===== src/rtl/core/lps_pkg.sv =====
// Shared types, constants and pattern table for the LED pattern sequencer.
package lps_pkg;

   localparam int CMD_W   = 3;
   localparam int PAT_W   = 3;
   localparam int STEP_W  = 4;
   localparam int TIMER_W = 8;
   localparam int CHAN_W  = 2;
   localparam int OUT_W   = 2;

   localparam logic REQ_POST = 1'b0;
   localparam logic REQ_TICK = 1'b1;

   localparam logic [CMD_W-1:0]   CMD_DARK      = 3'd0;
   localparam logic [CMD_W-1:0]   CMD_UNKNOWN   = 3'd7;
   localparam logic [PAT_W-1:0]   PAT_DARK      = 3'd0;
   localparam logic [STEP_W-1:0]  LOOP_TARGET   = 4'd0;
   localparam logic [TIMER_W-1:0] RESET_TIMER   = 8'd10;

   typedef struct packed {
      logic             fire;
      logic             tick;
      logic             post;
      logic             clear_first;
      logic [CMD_W-1:0] command;
   } ctrl_type;

   typedef struct packed {
      logic level_now;
      logic level_next;
      logic busy_next;
      logic drop;
   } stat_type;

   function automatic logic [STEP_W-1:0] pat_steps(input logic [PAT_W-1:0] pat);
      logic [STEP_W-1:0] n;
      case (pat)
         3'd2, 3'd3, 3'd5, 3'd6: n = 4'd2;
         3'd4:                   n = 4'd6;
         default:                n = 4'd1;
      endcase
      return n;
   endfunction

   function automatic logic pat_loops(input logic [PAT_W-1:0] pat);
      logic l;
      case (pat)
         3'd3, 3'd4, 3'd5, 3'd6: l = 1'b1;
         default:                l = 1'b0;
      endcase
      return l;
   endfunction

   function automatic logic pat_level(input logic [PAT_W-1:0] pat,
                                      input logic [STEP_W-1:0] step);
      logic l;
      case (pat)
         3'd1:                   l = 1'b1;
         3'd2, 3'd3, 3'd5, 3'd6: l = (step == 4'd0);
         3'd4:                   l = ~step[0];
         default:                l = 1'b0;
      endcase
      return l;
   endfunction

   function automatic logic [TIMER_W-1:0] pat_dur(input logic [PAT_W-1:0] pat,
                                                  input logic [STEP_W-1:0] step);
      logic [TIMER_W-1:0] d;
      case (pat)
         3'd4:    d = (step == 4'd5) ? 8'd200 : 8'd10;
         3'd5:    d = 8'd30;
         3'd6:    d = 8'd50;
         default: d = 8'd10;
      endcase
      return d;
   endfunction

endpackage


===== src/rtl/core/lps_req_if.sv =====
// Request channel interface: effect posts and timer ticks.
interface lps_req_if;
   logic                         valid;
   logic                         ready;
   logic                         req_type;
   logic [lps_pkg::CHAN_W-1:0]   channel;
   logic [lps_pkg::CMD_W-1:0]    command;
   logic                         clear_first;

   modport source (output valid, req_type, channel, command, clear_first, input ready);
   modport sink   (input valid, req_type, channel, command, clear_first, output ready);
endinterface


===== src/rtl/core/lps_rsp_if.sv =====
// Response channel interface: channel levels, busy mask and drop flag.
interface lps_rsp_if;
   logic                        valid;
   logic                        ready;
   logic [lps_pkg::OUT_W-1:0]   levels;
   logic [lps_pkg::OUT_W-1:0]   busy_mask;
   logic                        dropped;

   modport source (output valid, levels, busy_mask, dropped, input ready);
   modport sink   (input valid, levels, busy_mask, dropped, output ready);
endinterface


===== src/rtl/core/led_pattern_sequencer_unit.sv =====
// Top level of the LED pattern sequencer: request register, channels, response register.
//
//   channel   direction  transfer moves
//   req_if    in         req_type, channel, command, clear_first
//   rsp_if    out        levels, busy_mask, dropped
//
// One request is taken every cycle unless a stalled response has filled both registers;
// its response passes through the request register and then the response register.
// The channel state is updated in the same edge that loads the response.
// A stalled response holds the request register, and req_if.ready falls only
// when both registers are full. The command queues need no clearing since
// their entries are only read after being written.
module led_pattern_sequencer_unit #(
   parameter int CHANNELS    = 2,
   parameter int QUEUE_DEPTH = 4
) (
   input  logic      clock,
   input  logic      reset,
   lps_req_if.sink   req_if,
   lps_rsp_if.source rsp_if
);

   localparam int CMP_W = ($clog2(CHANNELS) > lps_pkg::CHAN_W) ?
                          $clog2(CHANNELS) : lps_pkg::CHAN_W;

   logic                         s1_valid_ff, s1_valid_in;
   logic                         s1_type_ff;
   logic [lps_pkg::CHAN_W-1:0]   s1_channel_ff;
   logic [lps_pkg::CMD_W-1:0]    s1_command_ff;
   logic                         s1_clear_ff;

   logic                         rsp_valid_ff, rsp_valid_in;
   logic [lps_pkg::OUT_W-1:0]    rsp_levels_ff;
   logic [lps_pkg::OUT_W-1:0]    rsp_busy_ff;
   logic                         rsp_dropped_ff;

   logic                         out_free;
   logic                         fire;
   logic                         req_accept;
   logic [lps_pkg::OUT_W-1:0]    levels_next;
   logic [lps_pkg::OUT_W-1:0]    busy_next;
   logic [lps_pkg::OUT_W-1:0]    levels_now;
   logic                         drop_any;

   lps_pkg::ctrl_type            ctrl [CHANNELS];
   lps_pkg::stat_type            stat [CHANNELS];

   assign out_free     = !rsp_valid_ff || rsp_if.ready;
   assign fire         = s1_valid_ff && out_free;
   assign req_if.ready = !s1_valid_ff || out_free;
   assign req_accept   = req_if.valid && req_if.ready;

   assign s1_valid_in  = req_accept ? 1'b1 : (fire ? 1'b0 : s1_valid_ff);
   assign rsp_valid_in = fire ? 1'b1 : (rsp_if.ready ? 1'b0 : rsp_valid_ff);

   always_ff @(posedge clock) begin
      if (reset) begin
         s1_valid_ff  <= 1'b0;
         rsp_valid_ff <= 1'b0;
      end else begin
         s1_valid_ff  <= s1_valid_in;
         rsp_valid_ff <= rsp_valid_in;
      end
   end

   always_ff @(posedge clock) begin
      if (req_accept) begin
         s1_type_ff    <= req_if.req_type;
         s1_channel_ff <= req_if.channel;
         s1_command_ff <= req_if.command;
         s1_clear_ff   <= req_if.clear_first;
      end
      if (fire) begin
         rsp_levels_ff  <= levels_next;
         rsp_busy_ff    <= busy_next;
         rsp_dropped_ff <= drop_any;
      end
   end

   for (genvar i = 0; i < CHANNELS; i++) begin : g_chan
      assign ctrl[i].fire        = fire;
      assign ctrl[i].tick        = fire && (s1_type_ff == lps_pkg::REQ_TICK);
      assign ctrl[i].post        = fire && (s1_type_ff == lps_pkg::REQ_POST) &&
                                   (CMP_W'(s1_channel_ff) == CMP_W'(i));
      assign ctrl[i].clear_first = s1_clear_ff;
      assign ctrl[i].command     = s1_command_ff;

      lps_channel #(
         .QUEUE_DEPTH (QUEUE_DEPTH)
      ) u_channel (
         .clock (clock),
         .reset (reset),
         .ctrl  (ctrl[i]),
         .stat  (stat[i])
      );
   end

   // Only the first two channels appear in the response.
   for (genvar b = 0; b < lps_pkg::OUT_W; b++) begin : g_out
      if (b < CHANNELS) begin : g_used
         assign levels_next[b] = stat[b].level_next;
         assign busy_next[b]   = stat[b].busy_next;
         assign levels_now[b]  = stat[b].level_now;
      end else begin : g_unused
         assign levels_next[b] = 1'b0;
         assign busy_next[b]   = 1'b0;
         assign levels_now[b]  = 1'b0;
      end
   end

   always_comb begin
      drop_any = 1'b0;
      for (int i = 0; i < CHANNELS; i++) begin
         drop_any = drop_any | stat[i].drop;
      end
   end

   assign rsp_if.valid     = rsp_valid_ff;
   assign rsp_if.levels    = rsp_levels_ff;
   assign rsp_if.busy_mask = rsp_busy_ff;
   assign rsp_if.dropped   = rsp_dropped_ff;

   // A post never moves the driven levels.
   a_post_holds_levels: assert property (@(posedge clock) disable iff (reset)
      (fire && (s1_type_ff == lps_pkg::REQ_POST)) |-> (levels_next == levels_now))
      else $error("post changed the driven levels");

   // A tick never reports a dropped command.
   a_tick_no_drop: assert property (@(posedge clock) disable iff (reset)
      (fire && (s1_type_ff == lps_pkg::REQ_TICK)) |=> !rsp_dropped_ff)
      else $error("tick reported a dropped command");

   // No request is processed while the response register is stalled.
   a_stall_blocks: assert property (@(posedge clock) disable iff (reset)
      (rsp_valid_ff && !rsp_if.ready) |-> !fire)
      else $error("request processed into a stalled response register");

   // With the request register empty, a new transfer is always possible.
   a_empty_ready: assert property (@(posedge clock) disable iff (reset)
      !s1_valid_ff |-> req_if.ready)
      else $error("request channel stalled with an empty request register");

endmodule


===== src/rtl/core/lps_channel.sv =====
// One sequencer channel: command queue, pattern stepping and effect loading.
module lps_channel #(
   parameter int QUEUE_DEPTH = 4
) (
   input  logic              clock,
   input  logic              reset,
   input  lps_pkg::ctrl_type ctrl,
   output lps_pkg::stat_type stat
);

   localparam int PTR_W = (QUEUE_DEPTH > 1) ? $clog2(QUEUE_DEPTH) : 1;
   localparam int CNT_W = $clog2(QUEUE_DEPTH + 1);
   localparam int SUM_W = CNT_W + 1;
   localparam logic [PTR_W-1:0] LAST_PTR  = PTR_W'(QUEUE_DEPTH - 1);
   localparam logic [CNT_W-1:0] FULL_CNT  = CNT_W'(QUEUE_DEPTH);
   localparam logic [SUM_W-1:0] DEPTH_SUM = SUM_W'(QUEUE_DEPTH);

   logic [lps_pkg::CMD_W-1:0]   queue_ff [QUEUE_DEPTH];
   logic [PTR_W-1:0]            head_ff, head_in;
   logic [CNT_W-1:0]            count_ff, count_in;
   logic [lps_pkg::PAT_W-1:0]   pattern_ff, pattern_in;
   logic [lps_pkg::STEP_W-1:0]  step_ff, step_in;
   logic [lps_pkg::TIMER_W-1:0] timer_ff, timer_in;
   logic                        busy_ff, busy_in;
   logic                        level_ff, level_in;

   logic                        wr_en;
   logic [PTR_W-1:0]            wr_pos;
   logic                        drop;

   always_comb begin
      logic [lps_pkg::STEP_W-1:0]  steps;
      logic [lps_pkg::STEP_W-1:0]  s_cur;
      logic [lps_pkg::STEP_W-1:0]  s_new;
      logic [lps_pkg::TIMER_W-1:0] t_dec;
      logic [SUM_W-1:0]            sum;
      logic [lps_pkg::CMD_W-1:0]   ld_cmd;

      head_in    = head_ff;
      count_in   = count_ff;
      pattern_in = pattern_ff;
      step_in    = step_ff;
      timer_in   = timer_ff;
      busy_in    = busy_ff;
      level_in   = level_ff;
      wr_en      = 1'b0;
      wr_pos     = '0;
      drop       = 1'b0;
      sum        = '0;
      ld_cmd     = lps_pkg::CMD_DARK;

      // Tick: count down and advance through the pattern table.
      steps = lps_pkg::pat_steps(pattern_ff);
      s_cur = (step_ff >= steps) ? steps - 4'd1 : step_ff;
      t_dec = (timer_ff != '0) ? timer_ff - 8'd1 : timer_ff;
      s_new = s_cur;
      if (ctrl.tick) begin
         timer_in = t_dec;
         if (t_dec == '0) begin
            if (s_cur + 4'd1 >= steps) begin
               if (lps_pkg::pat_loops(pattern_ff)) begin
                  s_new    = lps_pkg::LOOP_TARGET;
                  timer_in = lps_pkg::pat_dur(pattern_ff, s_new);
               end else begin
                  busy_in = 1'b0;
               end
            end else begin
               s_new    = s_cur + 4'd1;
               timer_in = lps_pkg::pat_dur(pattern_ff, s_new);
            end
            step_in = s_new;
         end
         level_in = lps_pkg::pat_level(pattern_ff, s_new);
      end

      // Post: optional flush, then append unless the queue is full.
      if (ctrl.post) begin
         if (ctrl.clear_first) begin
            head_in  = '0;
            count_in = '0;
            busy_in  = 1'b0;
         end
         if (count_in == FULL_CNT) begin
            drop = 1'b1;
         end else begin
            sum      = SUM_W'(head_in) + SUM_W'(count_in);
            if (sum >= DEPTH_SUM) begin
               sum = sum - DEPTH_SUM;
            end
            wr_en    = 1'b1;
            wr_pos   = sum[PTR_W-1:0];
            count_in = count_in + CNT_W'(1);
         end
      end

      // Load: a free channel takes its oldest queued command. The entry
      // written by this very transfer is forwarded from the request.
      if (ctrl.fire && (count_in != '0) && !busy_in) begin
         ld_cmd   = (wr_en && (wr_pos == head_in)) ? ctrl.command : queue_ff[head_in];
         head_in  = (head_in == LAST_PTR) ? '0 : head_in + PTR_W'(1);
         count_in = count_in - CNT_W'(1);
         busy_in  = 1'b1;
         if (ld_cmd != lps_pkg::CMD_UNKNOWN) begin
            pattern_in = ld_cmd;
            step_in    = '0;
            timer_in   = lps_pkg::pat_dur(ld_cmd, 4'd0);
         end
      end
   end

   always_ff @(posedge clock) begin
      if (wr_en) begin
         queue_ff[wr_pos] <= ctrl.command;
      end
   end

   always_ff @(posedge clock) begin
      if (reset) begin
         head_ff    <= '0;
         count_ff   <= '0;
         pattern_ff <= lps_pkg::PAT_DARK;
         step_ff    <= '0;
         timer_ff   <= lps_pkg::RESET_TIMER;
         busy_ff    <= 1'b1;
         level_ff   <= 1'b0;
      end else begin
         head_ff    <= head_in;
         count_ff   <= count_in;
         pattern_ff <= pattern_in;
         step_ff    <= step_in;
         timer_ff   <= timer_in;
         busy_ff    <= busy_in;
         level_ff   <= level_in;
      end
   end

   assign stat.level_now  = level_ff;
   assign stat.level_next = level_in;
   assign stat.busy_next  = busy_in;
   assign stat.drop       = drop;

endmodule


===== src/flat_wrapper.sv =====
// flat-port wrapper written by rule: the top's interface ports become plain ports
module led_pattern_sequencer_unit_flat 
#(
   parameter int CHANNELS    = 2,
   parameter int QUEUE_DEPTH = 4
)
  (clock, reset, req_if_valid, req_if_req_type, req_if_channel, req_if_command, req_if_clear_first, req_if_ready, rsp_if_valid, rsp_if_levels, rsp_if_busy_mask, rsp_if_dropped, rsp_if_ready);
  lps_req_if req_if_i ();
  lps_rsp_if rsp_if_i ();
  input  logic clock;
  input  logic reset;
  input wire logic [$bits(req_if_i.valid)-1:0] req_if_valid;
  input wire logic [$bits(req_if_i.req_type)-1:0] req_if_req_type;
  input wire logic [$bits(req_if_i.channel)-1:0] req_if_channel;
  input wire logic [$bits(req_if_i.command)-1:0] req_if_command;
  input wire logic [$bits(req_if_i.clear_first)-1:0] req_if_clear_first;
  output wire logic [$bits(req_if_i.ready)-1:0] req_if_ready;
  output wire logic [$bits(rsp_if_i.valid)-1:0] rsp_if_valid;
  output wire logic [$bits(rsp_if_i.levels)-1:0] rsp_if_levels;
  output wire logic [$bits(rsp_if_i.busy_mask)-1:0] rsp_if_busy_mask;
  output wire logic [$bits(rsp_if_i.dropped)-1:0] rsp_if_dropped;
  input wire logic [$bits(rsp_if_i.ready)-1:0] rsp_if_ready;
  assign req_if_i.valid = req_if_valid;
  assign req_if_i.req_type = req_if_req_type;
  assign req_if_i.channel = req_if_channel;
  assign req_if_i.command = req_if_command;
  assign req_if_i.clear_first = req_if_clear_first;
  assign req_if_ready = req_if_i.ready;
  assign rsp_if_valid = rsp_if_i.valid;
  assign rsp_if_levels = rsp_if_i.levels;
  assign rsp_if_busy_mask = rsp_if_i.busy_mask;
  assign rsp_if_dropped = rsp_if_i.dropped;
  assign rsp_if_i.ready = rsp_if_ready;
  led_pattern_sequencer_unit #(.CHANNELS(CHANNELS), .QUEUE_DEPTH(QUEUE_DEPTH)) u_core (.clock(clock), .reset(reset), .req_if(req_if_i), .rsp_if(rsp_if_i));
endmodule

===== config.mk =====
export PLATFORM = sky130hd
export DESIGN_NAME = led_pattern_sequencer_unit_flat
export DESIGN_NICKNAME = d
export VERILOG_FILES = /design/src/rtl/core/lps_pkg.sv /design/src/rtl/core/lps_req_if.sv /design/src/rtl/core/lps_rsp_if.sv /design/src/rtl/core/led_pattern_sequencer_unit.sv /design/src/rtl/core/lps_channel.sv /design/src/flat_wrapper.sv
export SDC_FILE = /design/constraint.sdc
export NUM_CORES = 1
export LEC_CHECK = 0
export ABC_AREA = 1
export BUFFER_PORTS_ARGS = -buffer_cell sky130_fd_sc_hd__buf_4
export CELL_PAD_IN_SITES_DETAIL_PLACEMENT = 1
export CELL_PAD_IN_SITES_GLOBAL_PLACEMENT = 1
export CORE_AREA = 3 3 127 129
export CTS_CLUSTER_SIZE = 25
export DETAILED_ROUTE_END_ITERATION = 8
export DIE_AREA = 0 0 130 132
export PLACE_DENSITY = 0.74
export SETUP_SLACK_MARGIN = 0.15
export SYNTH_ARGS = -nofsm -noshare
export SYNTH_HDL_FRONTEND = slang
export SYNTH_SLANG_ARGS = --single-unit

===== constraint.sdc =====
create_clock -name clock -period 4.5 [get_ports clock]
set_clock_uncertainty 0.15 [all_clocks]
set_input_delay 1.125 -clock clock [delete_from_list [all_inputs] [get_ports clock]]
set_output_delay 1.125 -clock clock [all_outputs]
set_load 0.03 [all_outputs]

# Word level (Yosys, flattened, before mapping)
# Memories as Yosys holds them, arrays and structs flattened.
# Cells that the tools add are included.
# classes
add_sub_neg,16
n_lt_le_gt_ge,6
n_eq_ne,27
n_mux,112
bitwise_logic,4
reduce_logical,35
# ops
op,count
2-to-1 mux 8 bit,16
2-to-1 mux 4 bit,18
one-hot mux 6 bit (2 select lines),4
one-hot mux 8 bit (3 select lines),2
2-to-1 mux 1 bit,40
== test 3 bit (second input constant),12
2-to-1 mux 3 bit,12
2-to-1 mux 2 bit,16
zero test 8 bit,2
nonzero test 8 bit,2
OR reduction 4 bit,4
subtractor 8 x 1 -> 8 bit (second input constant),2
== test 3 x 2 -> 1 bit (second input constant),4
logical AND 1 bit,12
one-hot mux 3 bit (2 select lines),2
adder 2 x 3 -> 4 bit,2
adder 4 x 1 -> 4 bit (second input constant),2
== test 4 x 3 -> 1 bit (second input constant),2
>= comparator 4 x 3 -> 1 bit,2
>= comparator 4 x 3 -> 1 bit (second input constant),2
>= comparator 4 bit,2
zero test 4 bit,2
subtractor 4 x 1 -> 4 bit (second input constant),2
adder 3 x 1 -> 3 bit (second input constant),2
other kinds (17),34
# totals
ff_bits,58
ramBits,24
in_bits,11
output_inout_bits,7
word_cells,225
n_memories,2
# mem_list
name,depth,word_bits,read_ports,rd_ports_with_merged_regs,write_ports,line_no,text
u_core.g_chan[0].u_channel.queue_ff,4,3,1,0,1,lps_channel.sv:18,logic [lps_pkg::CMD_W-1:0] queue_ff [QUEUE_DEPTH];
u_core.g_chan[1].u_channel.queue_ff,4,3,1,0,1,lps_channel.sv:18,

# Logic depth before layout (Yosys ltp)
# Gate-level depths: netlist of the first run.
# depth
word_depth,19
ltp_mapped,34
mapped_depth_nobuf,34

# By module
# From an unflattened synthesis of the first run, not the netlist that was laid out.
# hier_totals
cells_unflattened,744
hier_area_um2,5617.9
# modules_own_cells
module,instances,cells_per_inst,area_per_inst_um2,seq_area_each_um2
lps_channel (u_core.g_chan[0].u_channel),1,356,2593.7,800.8
lps_channel (u_core.g_chan[1].u_channel),1,354,2529.9,800.8
led_pattern_sequencer_unit,1,34,494.2,400.4

# Worst setup path after synthesis of the first run
# Ideal clock, no wire load.
# synth_path
path_kind,register to register
start,reg u_core.g_chan[0].u_channel.pattern_ff[0] (netlist name)
end,reg u_core.g_chan[0].u_channel.timer_ff[4] (netlist name)
setup_ps,112
arrival_time_ps,3553
t_required_ps,4238
setup_slack_ps,685
stages_incl_launch_ff,28
n_path_buf,0
period_less_slack_ps,3815
cell_sequence,dfxtp_1 inv_1 nand3_1 nand2_1 nor3_2 ha_1 nand2_1 inv_1 nand2_1 nand3_2 o21ai_2 inv_2 ha_1 inv_1 nand3_1 nand2_1 inv_1 ha_1 a21oi_1 nand2_2 nand2_2 o21bai_4 nand2_4 clkinv_4 nand2_4 inv_6 nor2_2 nor2_1
# synth_via
elab_chain_len,15
elab_cells_between_ends,33
classes_between,add/sub: 2; order compare: 2; eq/ne: 5; mux: 20; reduce/logical: 4
# synth_lines
item,line_no,text
"start, declared",lps_channel.sv:21,"logic [lps_pkg::PAT_W-1:0] pattern_ff, pattern_in;"
"start signal, assigned",lps_channel.sv:121,pattern_ff <= lps_pkg::PAT_DARK;
"start signal, assigned",lps_channel.sv:129,pattern_ff <= pattern_in;
== test 3 x 2 -> 1 bit (tied with other cells),lps_pkg.sv:37,case (pat)
OR reduction 4 bit (on tied branches),"lps_pkg.sv:37, lps_pkg.sv:47",
one-hot mux 3 bit (2 select lines) or 2-to-1 mux 1 bit (tied branches),"lps_pkg.sv:37, lps_pkg.sv:47",
subtractor 4 x 1 -> 4 bit (tied with other cells),lps_channel.sv:54,s_cur = (step_ff >= steps) ? steps - 4'd1 : step_ff;
2-to-1 mux 4 bit or 2-to-1 mux 1 bit (tied branches),"lps_channel.sv:54, lps_channel.sv:59",
adder 4 x 1 -> 4 bit or 2-to-1 mux 1 bit (tied branches),"lps_channel.sv:60, lps_channel.sv:57",
>= comparator 4 bit or 2-to-1 mux 1 bit (tied branches),"lps_channel.sv:60, lps_channel.sv:61",
2-to-1 mux 1 bit,lps_channel.sv:60,if (s_cur + 4'd1 >= steps) begin
2-to-1 mux 1 bit,lps_channel.sv:59,if (t_dec == '0) begin
2-to-1 mux 1 bit,lps_channel.sv:57,if (ctrl.tick) begin
2-to-1 mux 1 bit,lps_channel.sv:78,if (ctrl.clear_first) begin
2-to-1 mux 1 bit,lps_channel.sv:77,if (ctrl.post) begin
zero test 1 bit,lps_channel.sv:98,if (ctrl.fire && (count_in != '0) && !busy_in) begin
logical AND 1 bit,lps_channel.sv:98,
2-to-1 mux 8 bit *,lps_channel.sv:98,
"end signal, assigned",lps_channel.sv:123,timer_ff <= lps_pkg::RESET_TIMER;
"end signal, assigned",lps_channel.sv:131,timer_ff <= timer_in;
"end, declared",lps_channel.sv:23,"logic [lps_pkg::TIMER_W-1:0] timer_ff, timer_in;"
# Every way passes the cells marked *; elsewhere a longest branch is shown, timed or not. The select of a mux whose other input is x is not followed.
# A chain may end at the register's enable or synchronous reset.

# Worst setup path in the final report of the first run
# layout_path
start,reg u_core.g_chan[1].u_channel.pattern_ff[1] (netlist name)
end,reg u_core.g_chan[1].u_channel.step_ff[1] (netlist name)
# layout_via
elab_chain_len,15
elab_cells_between_ends,31
classes_between,add/sub: 2; order compare: 2; eq/ne: 5; mux: 18; reduce/logical: 4
# layout_lines
item,line_no,text
"start, declared",lps_channel.sv:21,
"start signal, assigned",lps_channel.sv:121,
"start signal, assigned",lps_channel.sv:129,
== test 3 x 2 -> 1 bit (tied with other cells),lps_pkg.sv:37,
OR reduction 4 bit (on tied branches),"lps_pkg.sv:37, lps_pkg.sv:47",
one-hot mux 3 bit (2 select lines) or 2-to-1 mux 1 bit (tied branches),"lps_pkg.sv:37, lps_pkg.sv:47",
subtractor 4 x 1 -> 4 bit (tied with other cells),lps_channel.sv:54,
2-to-1 mux 4 bit or 2-to-1 mux 1 bit (tied branches),"lps_channel.sv:54, lps_channel.sv:59",
adder 4 x 1 -> 4 bit or 2-to-1 mux 1 bit (tied branches),"lps_channel.sv:60, lps_channel.sv:68, lps_channel.sv:57",
>= comparator 4 bit or 2-to-1 mux 1 bit (tied branches),"lps_channel.sv:60, lps_channel.sv:61",
2-to-1 mux 1 bit,lps_channel.sv:60,
2-to-1 mux 1 bit,lps_channel.sv:59,
2-to-1 mux 1 bit,lps_channel.sv:57,
2-to-1 mux 1 bit,lps_channel.sv:78,
2-to-1 mux 1 bit,lps_channel.sv:77,
zero test 1 bit,lps_channel.sv:98,
logical AND 1 bit,lps_channel.sv:98,
2-to-1 mux 4 bit *,lps_channel.sv:98,
"end signal, assigned",lps_channel.sv:130,step_ff <= step_in;
"end, declared",lps_channel.sv:22,"logic [lps_pkg::STEP_W-1:0] step_ff, step_in;"
# Marked as above.

==> results.ini, run 1 <==
[run_status]
status = completed

[power_and_ir_drop]
pwr-share-seq_pct = 46.5
p_per_area_mw_per_mm2 = 271.7
power_frac_comb_pct = 7.6
netSwitchingPower_mw = 0.4146
p_int_mw = 1.324
pwr-share-clk_pct = 45.9
p_leak_nw = 2.834
swShare_pct = 23.85
vdd_drop_max_mv = 0.2703

[finish]
drive_gt1_share_pct = 20.28
nFillCells = 1831
seq_area_mm2 = 0.002011
final_nets = 810
multi_input_area_mm2 = 0.003161
fin_area_mm2 = 0.006399
diodes = 0
syn_to_final_growth_pct = 15.54

[clock_tree]
cts_max_level = 3
ctsLongestPathBuffers = 2
cts-buffers-inserted = 9
cts-root-buf = clkbuf_16
cts_sinks = 82
cts_tree = yes
postCtsHoldBufs = 0
clk_latency_ns = 0.36
clk_transition_reported_paths_ns = 0.06

[synth]
synth_top_area_share_pct = 19.52
syn_nets = 778
syn_area_per_cell_um2 = 7.514
ys.flop_type = dfxtp_1
ys_warn_count = 0
yosysSeqAreaShare_pct = 36.15
yosys.cell_types.count = 52
synth_area_leaders = edfxtp_1 20%, dfxtp_1 17%, nand2_1 12%, inv_1 7.1%, ha_1 6.8%
syn_area_mm2 = 0.005538
synth-async-reset-ratio_pct = 0
synth_edf_count = 36
synth_top_area_cell = edfxtp_1
ys_ff_latch = 82
synthesis.instances = 737

[timing]
timing.fmax_mhz = 244.6
grt_setup_unrepaired = false
period_share_pct = 90.86
finalSetupViolCount = 0
tns_ns = 0
worst_pin_slew_ns = 0.8925
period_minus_slack_ns = 4.089
maxSlewViolCount = 0
maxSlewHeadroom_pct = 40.44
finalHoldViolations = 0

[drt]
drt_first_pass_iters = 4
routed_wirelength_um = 14790
drc = 0
postRouteAntennaNets = 0
drt_iter0_drc = 218
num_vias = 4907
wl_per_cell_um = 15.37
vias_per_cell = 5.101

[global_routing]
antenna_found_initial = 0
grt_max_degree = 27
grt_usage_pct = 17.69
grt_pass1_vias = 5106
gr-total-overflow = 0
grt_pass1_wl_um = 24580

[worst_setup_path]
required_ns = 4.63
critical_path.max_fanout = 9
critPathSlowestCell = dfxtp_2
critPathMaxStageDelay_ns = 0.36
cpMostUsedCell = nand2_1
path_class = reg -> reg
crit_path_start_kind = flip-flop
arrival_ns = 4.22
worstSetupEndpointType = flip-flop

[die]
dieArea_mm2 = 0.01716
num_rows = 45
core_region_area_mm2 = 0.01515
pin_count = 18
die_w_um = 130
dieHeight_um = 132
initial_core_util_pct = 36.56

[run]
drv_cap = 0

[placement]
io_buffer_count = 17
place.gp.congestion = 0.8697
hpwl_um = 10960
placed_area_mm2 = 0.005884

[hold_path]
hp-class = reg -> reg

## cell usage in the layout (no fill, tap or decap), drive strengths merged, types with 6 or more instances in the layout
cell    synthesis  final
or2             6      6
inv           117    118
nand2         207    207
nor2           77     78
dfxtp          46     46
o21ai          41     41
clkbuf          6     10
nor3           16     16
a21oi          27     27
ha             30     30
nand4           9      9
edfxtp         36     36
xnor2           6      6
xor2            8      8
nand3b          8      8
buf             3     29
nand3          69     69
o211ai          6      6
## cells in the mapped netlist (3+ instances only)
cell      instances
inv_2            10
nand3b_1          8
nand3_2           4
o21ai_1           4
o211ai_1          6
nand2_4           9
or2_2             6
nor3_1            8
xnor2_2           3
inv_1           105
clkbuf_1          6
a21oi_1          25
nor2_2            7
nand3_1          64
nor3_2            6
o21ai_0          34
o22ai_1           3
nand4_1           8
dfxtp_1          46
xnor2_1           3
edfxtp_1         36
nor2_1           64
nor2_4            4
o21ai_2           3
nand2_1         184
nand2_2          14
xor2_1            6
ha_1             30
## power groups by stage
| stage | Sequential (mW) | Clock, mW | Combinational [mW] |
|---|---|---|---|
| finish | 0.808 | 0.798 | 0.133 |
| global route | 0.810 | 0.849 | 0.149 |
| CTS | 0.809 | 0.821 | 0.131 |
| detailed placement | 0.825 | 0 | 0.130 |
| global placement | 0.825 | 0 | 0.124 |
| floorplan | 0.822 | 0 | 0.0916 |
## cell type report
class	count	area share (%)
Multi-Input combinational cell	529	49.39
Sequential cell	82	31.42
Inverter	118	7.118
Tap cell	188	3.676
Clock buffer	10	3.578
Timing Repair Buffer	29	3.402
Clock inverter	6	1.408
## path summary, 6_finish.rpt
kind / to / cells past startpoint / slack (ns) / startpoint
max reg2reg: u_core.g_chan[1].u_channel.step_ff[1] / 31 / 0.41 / u_core.g_chan[1].u_channel.pattern_ff[1]
min reg2reg: u_core.g_chan[1].u_channel.step_ff[3] / 2 / 0.30 / u_core.g_chan[1].u_channel.step_ff[3]
min: u_core.g_chan[1].u_channel.step_ff[3] / 2 / 0.30 / u_core.g_chan[1].u_channel.step_ff[3]
max: u_core.g_chan[1].u_channel.step_ff[1] / 31 / 0.41 / u_core.g_chan[1].u_channel.pattern_ff[1]
## registers in the layout, indices dropped and copies added (netlist names), 3 cells and up
| register | cells |
|---|---|
| u_core.g_chan.u_channel.head_ff | 4 |
| u_core.g_chan.u_channel.step_ff | 8 |
| u_core.g_chan.u_channel.queue_ff | 24 |
| u_core.s1_command_ff | 3 |
| u_core.g_chan.u_channel.count_ff | 6 |
| u_core.g_chan.u_channel.pattern_ff | 6 |
| u_core.g_chan.u_channel.timer_ff | 16 |
## worst max-delay path, delay by kind of cell (launching register included)
| family | cells | cell delay, ns |
|---|---|---|
| fa+ha+maj | 3 | 0.72 |
| simple gates | 20 | 2.03 |
| flops | 1 | 0.36 |
| buf+inv | 6 | 0.48 |
| compound gates | 2 | 0.25 |
## logic make-up after synthesis
group                    share of synthesized area, %
XOR/XNOR                                        2.892
flip-flops                                      36.15
AO/OA/AOI/OAI                                   9.738
buffers and inverters                           9.060
adder cells (fa/ha/maj)                         6.778
AND/OR/NAND/NOR                                 35.38
## timing repair
item	CTS	global route
setup buffers	0	8
pin swaps	0	9
gates resized for setup	1	36
cloned	0	1
setup endpoints to repair	9	46
## routing by layer
layer	GRT usage, %	share of wire, %	wire length, µm
met5	0	0	0
met4	5.254	2.0	293
met2	30.26	50	7447
met1	21.98	45	6632
met3	4.214	2.8	413
## per-stage QoR
step	hold slack (ns)	utilization, %	cells	setup WS, ns	power, mW
after floorplan	0.2751	-	737	0.6854	0.9133
after global placement	0.2987	38.85	937	0.2780	0.9483
after detailed placement	0.2967	38.85	937	0.1089	0.9551
after CTS	0.3060	40.98	953	0.1539	1.761
after global routing	0.3347	42.25	962	0.07477	1.808
final	0.2993	42.25	962	0.4114	1.738
Power figures use the tool's default switching activity.
==> run 2: changes to the inputs <==
--- a/config.mk
+++ b/config.mk
@@ -7,12 +7,14 @@
 export LEC_CHECK = 0
 export ABC_AREA = 1
 export BUFFER_PORTS_ARGS = -buffer_cell sky130_fd_sc_hd__buf_4
-export CELL_PAD_IN_SITES_DETAIL_PLACEMENT = 1
+export CELL_PAD_IN_SITES_DETAIL_PLACEMENT = 0
 export CELL_PAD_IN_SITES_GLOBAL_PLACEMENT = 1
 export CORE_AREA = 3 3 127 129
+export CTS_BUF_LIST = sky130_fd_sc_hd__clkbuf_16
 export CTS_CLUSTER_SIZE = 25
 export DETAILED_ROUTE_END_ITERATION = 8
 export DIE_AREA = 0 0 130 132
+export GPL_ROUTABILITY_DRIVEN = 1
 export PLACE_DENSITY = 0.74
 export SETUP_SLACK_MARGIN = 0.15
 export SYNTH_ARGS = -nofsm -noshare
==> results.ini, run 2 (synthesis gave the netlist of run 1 again) <==
[worst_setup_path]
crit_path_start_kind = flip-flop
worstSetupEndpointType = flip-flop
critical_path.max_fanout = 9  ; unchanged
cpMostUsedCell = nand2_1
critPathMaxStageDelay_ns = 0.35  ; about the same
required_ns = 4.63  ; about the same
path_class = reg -> reg
arrival_ns = 4.15  ; -0.07 ns
critPathSlowestCell = dfxtp_1
cp_top_family = simple AND/OR/NAND/NOR gates
path_buf_inv = 4  ; -2

[placement]
place.gp.congestion = 0.8697  ; unchanged
io_buffer_count = 17  ; unchanged
dpl.cell_count = 937  ; unchanged
hpwl_um = 9225  ; -16%

[die]
initial_core_util_pct = 36.56  ; unchanged
dieArea_mm2 = 0.01716  ; unchanged
die_w_um = 130  ; unchanged
pin_count = 18  ; unchanged
dieHeight_um = 132  ; unchanged
core_region_area_mm2 = 0.01515  ; unchanged
num_rows = 45  ; unchanged

[finish]
final_nets = 808  ; -0.25%
diodes = 0  ; unchanged
final_common_cell = nand2_1
top_register = u_core.g_chan.u_channel.queue_ff
syn_to_final_growth_pct = 14.26
final_cell_mix = 177 x nand2_1, 104 x inv_1, 64 x nand3_1, 57 x nor2_1, 41 x dfxtp_1
drive_gt1_share_pct = 19.43  ; -0.85 points
nFillCells = 1534  ; -16%
final-instance-count-excl-fill = 960  ; -0.21%
largest_reg_flops = 24  ; unchanged
reg_top3 = u_core.g_chan.u_channel.queue_ff (24), u_core.g_chan.u_channel.timer_ff (16), u_core.g_chan.u_channel.step_ff (8)

[clock_tree]
cts_tree = yes
cts_max_level = 3  ; unchanged
cts-buffers-inserted = 9  ; unchanged
cts-root-buf = clkbuf_16
cts_sinks = 82  ; unchanged
ctsLongestPathBuffers = 2  ; unchanged
clk_latency_ns = 0.35  ; about the same
clk_transition_reported_paths_ns = 0.06  ; about the same

[global_routing]
top_usage_layer = met2
grt_pass1_wl_um = 20830  ; -15%
grt_usage_pct = 14.88  ; -2.8 points
grt_max_degree = 27  ; unchanged
antenna_found_initial = 0  ; unchanged
met1_usage_pct = 20.58  ; -1.4 points
grt_pass1_vias = 4386  ; -14%
gr-total-overflow = 0  ; unchanged
gr-usage-met3_pct = 3.890  ; -0.32 points
use_met2_pct = 23.44  ; -6.8 points

[power_and_ir_drop]
p_per_area_mw_per_mm2 = 264.3  ; -2.7%
vdd_drop_max_mv = 0.2532  ; -6.3%
p_leak_nw = 2.807  ; -0.96%

[timing]
timing.fmax_mhz = 249.1  ; +1.9%
maxSlewViolCount = 0  ; unchanged
finalSetupViolCount = 0  ; unchanged
worst_pin_slew_ns = 0.8759  ; -0.01659 ns
period_share_pct = 89.20  ; -1.7 points
hold_ws_ns = 0.3163  ; +0.01699 ns
grt_setup_unrepaired = true
tns_ns = 0  ; unchanged
period_minus_slack_ns = 4.014  ; -0.07484 ns
maxSlewHeadroom_pct = 41.54  ; +1.1 points
finalHoldViolations = 0  ; unchanged

[drt]
wl_per_cell_um = 12.88  ; -16%
drt_iter0_drc = 205  ; -6.0%
num_vias = 4718  ; -3.9%
vias_per_cell = 4.915  ; -3.7%
drt_first_pass_iters = 5  ; +1
drc = 0  ; unchanged
routed_wirelength_um = 12360  ; -16%
postRouteAntennaNets = 0  ; unchanged

[hold_path]
hp-class = reg -> reg

[run_status]
status = completed

[run]
drv_cap = 0  ; unchanged

run 2: layout make-up:
type,count,area [µm²],area share (%)
sequential,82,2008,31.74
clock inverter,7,70.07,1.107
inverter,118,455.4,7.198
clock buffer,9,225.2,3.559
tap,188,235.2,3.718
timing repair buffer,27,202.7,3.203
multi-input combinational,529,3131,49.48
run 2: per-layer routing:
layer,wire [µm],vias up
met5,0,-
met4,109,0
met3,412,13
met2,5712,72
met1,6129,2179
li1,-,2454
run 2: through the flow:
stage	util [%]	total power, mW	setup WS [ns]	cell area (µm²)
final	41.78	1.672	0.4862	6327
after global routing	41.78	1.743	0.1100	6327
after CTS	40.80	1.691	0.1931	6180
after detailed placement	38.85	0.9503	0.2271	5884
after global placement	38.85	0.9483	0.2780	5884
after floorplan	-	0.9133	0.6854	5538
run 2: final timing paths:
| kind | cells after the start | end | slack [ns] | from |
|---|---|---|---|---|
| max reg2reg | 28 | u_core.g_chan[1].u_channel.step_ff[0] | 0.49 | u_core.g_chan[1].u_channel.pattern_ff[0] |
| min reg2reg | 2 | u_core.g_chan[1].u_channel.step_ff[3] | 0.32 | u_core.g_chan[1].u_channel.step_ff[3] |
| max | 28 | u_core.g_chan[1].u_channel.step_ff[0] | 0.49 | u_core.g_chan[1].u_channel.pattern_ff[0] |
| min | 2 | u_core.g_chan[1].u_channel.step_ff[3] | 0.32 | u_core.g_chan[1].u_channel.step_ff[3] |
run 2: timing repair:
item | in CTS | in global routing
gates resized for setup | 0 | 30
setup endpoints to repair | 0 | 46
buffers inserted | 0 | 6
hold buffers | 0 | 0
run 2: power breakdown:
part | total, mW | switching, mW | leakage [nW] | internal [mW]
logic | 0.128 | 0.0832 | 1.97 | 0.0444
registers | 0.808 | 0.0160 | 0.702 | 0.792
clock network | 0.736 | 0.309 | 0.135 | 0.428
run 2: worst register-to-register path, delay by kind of cell (launching register included):
family          cells  cell delay [ns]
fa+ha+maj           3             0.79
flops               1             0.35
simple gates       17             1.64
buf+inv             4             0.35
compound gates      4             0.66
==> run 3: changes to the inputs <==
--- a/config.mk
+++ b/config.mk
@@ -9,11 +9,11 @@
 export BUFFER_PORTS_ARGS = -buffer_cell sky130_fd_sc_hd__buf_4
 export CELL_PAD_IN_SITES_DETAIL_PLACEMENT = 0
 export CELL_PAD_IN_SITES_GLOBAL_PLACEMENT = 1
-export CORE_AREA = 3 3 127 129
+export CORE_AREA = 8 8 132 134
 export CTS_BUF_LIST = sky130_fd_sc_hd__clkbuf_16
 export CTS_CLUSTER_SIZE = 25
 export DETAILED_ROUTE_END_ITERATION = 8
-export DIE_AREA = 0 0 130 132
+export DIE_AREA = 0 0 140 142
 export GPL_ROUTABILITY_DRIVEN = 1
 export PLACE_DENSITY = 0.74
 export SETUP_SLACK_MARGIN = 0.15
==> results.ini, run 3 (synthesis gave the netlist of run 1 again) <==
[timing]
tns_ns = 0  ; unchanged
maxSlewViolCount = 0  ; unchanged
period_minus_slack_ns = 4.018  ; +0.003747 ns
timing.fmax_mhz = 248.9  ; about the same
maxSlewHeadroom_pct = 37.78  ; -3.8 points
postLayoutSetupSlackWorst_ns = 0.4824  ; -0.003747 ns
worst_pin_slew_ns = 0.9322  ; +0.05634 ns
grt_setup_unrepaired = false
finalHoldViolations = 0  ; unchanged
finalSetupViolCount = 0  ; unchanged
period_share_pct = 89.28  ; about the same

[worst_setup_path]
critPathSlowestCell = dfxtp_1
worstSetupEndpointType = flip-flop
required_ns = 4.62  ; about the same
path_buf_inv = 7  ; +3
cpMostUsedCell = nand2_1
cp_top_family = simple AND/OR/NAND/NOR gates
crit_path_start_kind = flip-flop
critPathMaxStageDelay_ns = 0.35  ; about the same
arrival_ns = 4.14  ; about the same
critical_path.max_fanout = 4  ; -5
path_class = reg -> reg

[drt]
wl_per_cell_um = 12.56  ; -2.5%
vias_per_cell = 4.795  ; -2.4%
num_vias = 4637  ; -1.7%
drc = 0  ; unchanged
postRouteAntennaNets = 0  ; unchanged
drt_iter0_drc = 201  ; -2.0%
drt_first_pass_iters = 4  ; -1
routed_wirelength_um = 12150  ; -1.8%

[power_and_ir_drop]
p_per_area_mw_per_mm2 = 257.5  ; -2.5%
p_leak_nw = 2.816  ; +0.32%
vdd_drop_max_mv = 0.2244  ; -11%

[hold_path]
hp-class = reg -> reg

[clock_tree]
cts_sinks = 82  ; unchanged
cts_tree = yes
clk_latency_ns = 0.34  ; about the same
cts-root-buf = clkbuf_16
ctsLongestPathBuffers = 2  ; unchanged
cts_max_level = 3  ; unchanged
clk_transition_reported_paths_ns = 0.06  ; about the same
cts-buffers-inserted = 9  ; unchanged

[finish]
nFillCells = 1596  ; +4.0%
syn_to_final_growth_pct = 13.65
reg_top3 = u_core.g_chan.u_channel.queue_ff (24), u_core.g_chan.u_channel.timer_ff (16), u_core.g_chan.u_channel.step_ff (8)
diodes = 0  ; unchanged
post-route-util_pct = 40.80  ; -0.97 points
final_common_cell = nand2_1
largest_reg_flops = 24  ; unchanged
drive_gt1_share_pct = 17.94  ; -1.5 points
top_register = u_core.g_chan.u_channel.queue_ff
final_nets = 811  ; +0.37%
final_cell_mix = 184 x nand2_1, 103 x inv_1, 64 x nand3_1, 62 x nor2_1, 44 x dfxtp_1

[global_routing]
antenna_found_initial = 0  ; unchanged
grt_usage_pct = 12.52  ; -2.4 points
grt_pass1_vias = 4467  ; +1.8%
grt_pass1_wl_um = 20480  ; -1.7%
grt_max_degree = 27  ; unchanged
gr-total-overflow = 0  ; unchanged

[die]
pin_count = 18  ; unchanged
dieHeight_um = 142  ; +7.6%
num_rows = 46  ; +2.2%
dieArea_mm2 = 0.01988  ; +16%
core_region_area_mm2 = 0.01542  ; +1.8%
die_w_um = 140  ; +7.7%
initial_core_util_pct = 35.90  ; -0.66 points

[placement]
place.gp.congestion = 0.8490  ; -2.4%
hpwl_um = 9193  ; -0.35%
place_ws_ns = 0.3337  ; +0.1067 ns
io_buffer_count = 17  ; unchanged

[run]
drv_cap = 0  ; unchanged

[run_status]
status = completed

==> run 3: worst reg2reg max path, delay by kind of cell, from the launching register on <==
| family | cells | cell delay, ns |
|---|---|---|
| adders and majority gates | 3 | 0.75 |
| and+or+nand+nor | 15 | 1.43 |
| AOI/OAI and AO/OA | 4 | 0.71 |
| DFF | 1 | 0.35 |
| buffers and inverters | 7 | 0.57 |
==> run 3: through the flow <==
| step | hold slack [ns] | area [µm²] | power, mW | cells |
|---|---|---|---|---|
| after detailed placement | 0.3021 | 5912 | 0.9507 | 944 |
| after global routing | 0.3414 | 6294 | 1.684 | 967 |
| after CTS | 0.3107 | 6192 | 1.640 | 960 |
| after global placement | 0.2959 | 5912 | 0.9493 | 944 |
| final | 0.3030 | 6294 | 1.621 | 967 |
| after floorplan | 0.2751 | 5538 | 0.9133 | 737 |
==> run 3: power by group <==
group / total [mW] / internal (mW) / leakage [nW] / switching [mW]
logic: 0.126 / 0.0450 / 1.98 / 0.0814
registers: 0.808 / 0.792 / 0.701 / 0.0165
clock network: 0.686 / 0.377 / 0.132 / 0.309
==> run 3: timing repair <==
| item | in CTS | in global routing |
|---|---|---|
| buffers inserted | 0 | 6 |
| gates resized for setup | 0 | 13 |
| hold buffers | 0 | 0 |
| setup endpoints to repair | 0 | 40 |
==> run 3: area by class of cell <==
class / count / area, µm² / share of cell area, %
clock buffer: 9 / 225.2 / 3.579
clock inverter: 7 / 55.05 / 0.8748
inverter: 118 / 455.4 / 7.237
multi-input combinational: 529 / 3088 / 49.07
sequential: 82 / 2004 / 31.85
tap: 192 / 240.2 / 3.817
timing repair buffer: 30 / 225.2 / 3.579
==> run 3: worst paths after layout <==
path | startpoint | endpoint | slack (ns) | depth (start not counted)
min reg2reg | u_core.g_chan[1].u_channel.step_ff[3] | u_core.g_chan[1].u_channel.step_ff[3] | 0.30 | 2
max | u_core.g_chan[1].u_channel.pattern_ff[0] | u_core.g_chan[1].u_channel.timer_ff[6] | 0.48 | 29
min | u_core.g_chan[1].u_channel.step_ff[3] | u_core.g_chan[1].u_channel.step_ff[3] | 0.30 | 2
max reg2reg | u_core.g_chan[1].u_channel.pattern_ff[0] | u_core.g_chan[1].u_channel.timer_ff[6] | 0.48 | 29
==> run 3: per-layer routing <==
| metal | vias up | part of all wire (%) | track usage, % |
|---|---|---|---|
| met4 | 0 | 1.4 | 5.029 |
| met1 | 2106 | 49 | 15.83 |
| li1 | 2465 | - | - |
| met5 | - | 0 | 0 |
| met2 | 55 | 47 | 21.04 |
| met3 | 11 | 2.8 | 1.912 |
